===== src/hw/rtl/obcp_pkg.sv =====
// shared types and constants of the order book crossing profit block
`timescale 1ns / 1ps
package obcp_pkg;
  localparam int LEVELS_DEF = 64;
  localparam int PRICE_W    = 31;
  localparam int QIN_W      = 31;
  localparam int QTY_W      = 48;
  localparam int PROFIT_W   = 63;
  localparam int HALF_W     = 24;

  localparam logic SIDE_SELL = 1'b0;
  localparam logic SIDE_BUY  = 1'b1;

  localparam logic [QTY_W-1:0]    QTY_MAX    = '1;
  localparam logic [PROFIT_W-1:0] PROFIT_MAX = '1;

  typedef struct packed {
    logic               op;
    logic [PRICE_W-1:0] price;
    logic [QIN_W-1:0]   quantity;
  } item_t;

  typedef struct packed {
    logic [PRICE_W-1:0] price;
    logic [QTY_W-1:0]   qty;
  } level_t;
endpackage


===== src/hw/rtl/obcp_if.sv =====
// handshake channels for orders and results
`timescale 1ns / 1ps
interface obcp_in_if;
  logic        valid;
  logic        ready;
  logic        op;
  logic [30:0] price;
  logic [30:0] quantity;
  modport source (output valid, op, price, quantity, input ready);
  modport sink (input valid, op, price, quantity, output ready);
endinterface



===== src/hw/rtl/obcp_front.sv =====
// front end: accepts orders into a two-entry queue
`timescale 1ns / 1ps
module obcp_front (
  input  logic            clk,
  input  logic            rst,
  obcp_in_if.sink         order,
  output logic            q_valid,
  output obcp_pkg::item_t q_item,
  input  logic            q_ready
);
  obcp_pkg::item_t slots [2];
  logic            wptr;
  logic            rptr;
  logic [1:0]      count;
  logic            push;
  logic            pop;

  assign order.ready = (count != 2'd2);
  assign push = order.valid && order.ready;
  assign pop = q_valid && q_ready;
  assign q_valid = (count != 2'd0);
  assign q_item = slots[rptr];

  always_ff @(posedge clk) begin
    if (push) begin
      slots[wptr] <= '{op: order.op, price: order.price, quantity: order.quantity};
    end
    if (rst) begin
      wptr <= 1'b0;
      rptr <= 1'b0;
      count <= 2'd0;
    end else begin
      if (push) wptr <= ~wptr;
      if (pop) rptr <= ~rptr;
      count <= count + 2'(push) - 2'(pop);
    end
  end
endmodule


===== src/flat_wrapper.sv =====
// flat-port wrapper written by rule: the top's interface ports become plain ports
module obcp_front_flat 
  (clk, rst, q_valid, q_item, q_ready, order_valid, order_op, order_price, order_quantity, order_ready);
  obcp_in_if order_i ();
  input  logic clk;
  input  logic rst;
  output logic q_valid;
  output obcp_pkg::item_t q_item;
  input  logic q_ready;
  input wire logic [$bits(order_i.valid)-1:0] order_valid;
  input wire logic [$bits(order_i.op)-1:0] order_op;
  input wire logic [$bits(order_i.price)-1:0] order_price;
  input wire logic [$bits(order_i.quantity)-1:0] order_quantity;
  output wire logic [$bits(order_i.ready)-1:0] order_ready;
  assign order_i.valid = order_valid;
  assign order_i.op = order_op;
  assign order_i.price = order_price;
  assign order_i.quantity = order_quantity;
  assign order_ready = order_i.ready;
  obcp_front u_core (.clk(clk), .rst(rst), .order(order_i), .q_valid(q_valid), .q_item(q_item), .q_ready(q_ready));
endmodule

===== config.mk =====
export PLATFORM = sky130hd
export DESIGN_NAME = obcp_front_flat
export DESIGN_NICKNAME = d
export VERILOG_FILES = /design/src/hw/rtl/obcp_pkg.sv /design/src/hw/rtl/obcp_if.sv /design/src/hw/rtl/obcp_front.sv /design/src/flat_wrapper.sv
export SDC_FILE = /design/constraint.sdc
export NUM_CORES = 1
export LEC_CHECK = 0
export BUFFER_PORTS_ARGS = -buffer_cell sky130_fd_sc_hd__buf_4
export CAP_MARGIN = 20
export CORE_ASPECT_RATIO = 0.6
export CORE_MARGIN = 2
export CORE_UTILIZATION = 45
export CTS_BUF_LIST = sky130_fd_sc_hd__clkbuf_4 sky130_fd_sc_hd__clkbuf_8 sky130_fd_sc_hd__clkbuf_16
export CTS_CLUSTER_SIZE = 10
export DETAILED_ROUTE_END_ITERATION = 6
export PLACE_DENSITY = 0.7
export SYNTH_ARGS = -nofsm -noshare
export SYNTH_HDL_FRONTEND = slang
export SYNTH_SLANG_ARGS = --single-unit

===== constraint.sdc =====
create_clock -name clk -period 4.69 [get_ports clk]
set_input_delay 0.7035 -clock clk [delete_from_list [all_inputs] [get_ports clk]]
set_output_delay 0.7035 -clock clk [all_outputs]
set_load 0.02 [all_outputs]

==> results.md <==
- Status: finished, final reports clean
- Ports: between 100 and 150
- Diodes inserted: 0
- Relative slew slack: 0.339
- Drt total wl: about 9400 um
- First-pass GRT wire length: about 14000 um
- Placed cell areas: roughly 6200 um2
- Complex-gate fraction of the synthesized area: 0.00246
- Post-synthesis mux area share: 0.184
- FP Rows: 30
- Fin crit share: 0.652
- Final Hold Vio Count: 0
- Setup Buffers After CTS: 0
- Hpwl dp: 6060 um
- Initial core utilization: 0.457
- Leakage: ~2.7 nW
- GP Congestion: around 0.74
- Hold buffer count at cts: 0
- Slew Limit Fails: 0
- Total power per unit cell area: approximately 600 nW/um2
- Final setup TNS: 0 ns
- Worst hold margin: roughly 0.48 ns
- Fin util: 0.607
- Reg clk slew, reported paths: about 0.050 ns
- F_max: 0.327 GHz
- Endpoints failing setup: 0
- Total power: around 4.1 mW
- Fin worst setup slack: approximately 1.6 ns
- CORE AREA: about 11000 um2
- Mapped Area: roughly 5000 um2
- Die Area: approximately 12000 um2
- Library cells used by synthesis: 21
- Vias per cell: between 4 and 5
- Initial antenna violation count: 0
- H-tree Lvls: 4
- Critical path data required time: 3.99 ns
- Die H: around 86 um
- Avg Cell Area, Syn: 22.8 um2
- Main combinational cell family by area after synthesis: multiplexers
- CTS Buf Count: 17
- Hold Crit Class: in -> reg
- Xor/xnor share of the synthesized area: 0.00344
- Pre-antenna DRT Iters: 5
- Synth Warn #: 0
- Clk_lat worst skew: ~0.4 ns
- Via count: ~2.5k
- Remaining global-route overflow: 0
- Area Growth Syn to Fin: 32.8%
- Clock Skews: about 0.0043 ns
- WL per Instance: approximately 18 um
- Worst Hold Launch: order_quantity[20]
- Total GRT Usage: 0.158
- Resized Gates After CTS: 0
- Register area: between 3000 and 4000 um2
- Placed cells: between 400 and 500
- Clock root buffer: clkbuf_16
- I/O Buffers: around 130
- Cells after synthesis: about 220
- Layout Cells excl Fill: ~530
- # DRC: 0
- Peak VDD IR: approximately 0.00033 V
- Data arrival time of the critical path: between 2 and 2.5 ns
- Post-Syn Nets: a little under 300
- #FFs+latches synth: between 100 and 150
- Post-Synth Adder-Cell Area: 0.00492
- CTS sink cnt: about 130
- Crit Path Class: reg -> out
- # fillers: 831
- Die X: between 100 and 150 um
- Vias in the first global route: between 2k and 3k
- Largest net degree at the start of global routing: 50
- CTS tree: yes
- Worst-case clock buffer depth: 2
- Multi-input logic area: about 1100 um2
- Unrepaired setup endpoints after global routing: false
- Antenna-violating nets left: 0
- Max FO, Critical Path: 49
- Clock period minus worst slack: 3.06 ns
- FF-to-FF Start: u_core.count[0]
- Tightest Pin Transition: slightly below 1 ns
- Simple-gate portion of the synthesized area: 0.0152
- Initial drt markers: about 160
- Layout cells sized above 1: 0.604
- Register area share after synthesis: 0.763
- Worst slack, placed: between 1.5 and 2 ns
- Max_cap viols: 0
- CP Launch Type: flip-flop
- Post-layout instance area: between 6000 and 7000 um2
- Fin nets: ~440
- Crit end category: primary output
## area by class of cell
type	instances	area share
Sequential cell	131	0.575
Inverter	2	0.00111
Multi-Input combinational cell	83	0.159
Clock inverter	12	0.0242
Tap cell	144	0.0266
Clock buffer	19	0.0651
Timing Repair Buffer	134	0.149
## registers in the layout, summed over array words and instances (netlist names), named ones only
name          cells
u_core.count      2
u_core.rptr       1
u_core.wptr       1
u_core.slots    126
## cell families (layout without fill, tap and decap cells)
| logic type | Yosys count | in the layout |
|---|---|---|
| xor+xnor | 2 | 2 |
| simple gates | 14 | 14 |
| fa+ha+maj | 2 | 2 |
| compound gates | 2 | 2 |
| buf+inv | 9 | 167 |
| mux | 63 | 63 |
| flops | 131 | 131 |
## per-layer routing
layer / track usage / vias up / wire length (um)
met5: 0 / - / 0
met4: 0.0655 / 0 / 90
met3: 0.0624 / 11 / 757
met2: 0.217 / 98 / 4020
met1: 0.227 / 1244 / 4500
li1: - / 1167 / -
## cell usage in the layout, fill, tap and decap left out
| master | n |
|---|---|
| dfxtp_4 | 1 |
| edfxtp_1 | 126 |
| nor2b_1 | 1 |
| o21a_1 | 1 |
| nand3_1 | 1 |
| buf_4 | 134 |
| clkbuf_16 | 17 |
| xor2_1 | 1 |
| mux2_4 | 60 |
| clkinv_1 | 3 |
| or2_2 | 1 |
| clkinvlp_4 | 3 |
| bufinv_16 | 4 |
| dfxtp_1 | 4 |
| nand2b_2 | 1 |
| ha_1 | 2 |
| xnor2_1 | 1 |
| and2_1 | 2 |
| nor3_1 | 1 |
| clkbuf_4 | 2 |
| mux2_2 | 3 |
| inv_1 | 2 |
| and3_2 | 1 |
| o21ai_1 | 1 |
| nand2b_1 | 1 |
| nor2_1 | 4 |
| nor2b_4 | 1 |
| clkinv_2 | 2 |
## final timing paths
check	endpoint	slack, ns	cells after the start
setup reg to reg	u_core.slots[0][0]	2.27	4
hold / removal	u_core.slots[0][20]	0.48	1
setup / recovery	q_item[1]	1.63	3
hold reg to reg	u_core.rptr	0.53	2
## cell usage after synthesis (all sizes together)
library cell | n | area share
nand3 | 1 | 0.00098
dfxtp | 5 | 0.020
edfxtp | 126 | 0.74
nor3 | 1 | 0.00098
xor2 | 1 | 0.0017
or2 | 1 | 0.0012
buf | 7 | 0.026
and2 | 2 | 0.0025
mux2 | 63 | 0.18
and3 | 1 | 0.0012
nor2 | 4 | 0.0029
nor2b | 2 | 0.0025
inv | 2 | 0.0015
xnor2 | 1 | 0.0017
o21ai | 1 | 0.00098
nand2b | 2 | 0.0030
o21a | 1 | 0.0015
ha | 2 | 0.0049
## where the power goes
group / leakage (nW) / switching (mW) / internal (mW)
clock network: 0.288 / 0.452 / 0.889
registers: 1.22 / 0.131 / 1.49
logic: 1.16 / 0.541 / 0.604
total: 2.67 / 1.12 / 2.98
## worst max-delay path, stage by stage (launching register included)
cell	delay (ns)
dfxtp_4	0.97
buf_4	0.43
mux2_2	0.37
buf_4	0.16
No activity file was read; power rests on OpenSTA's default activity.
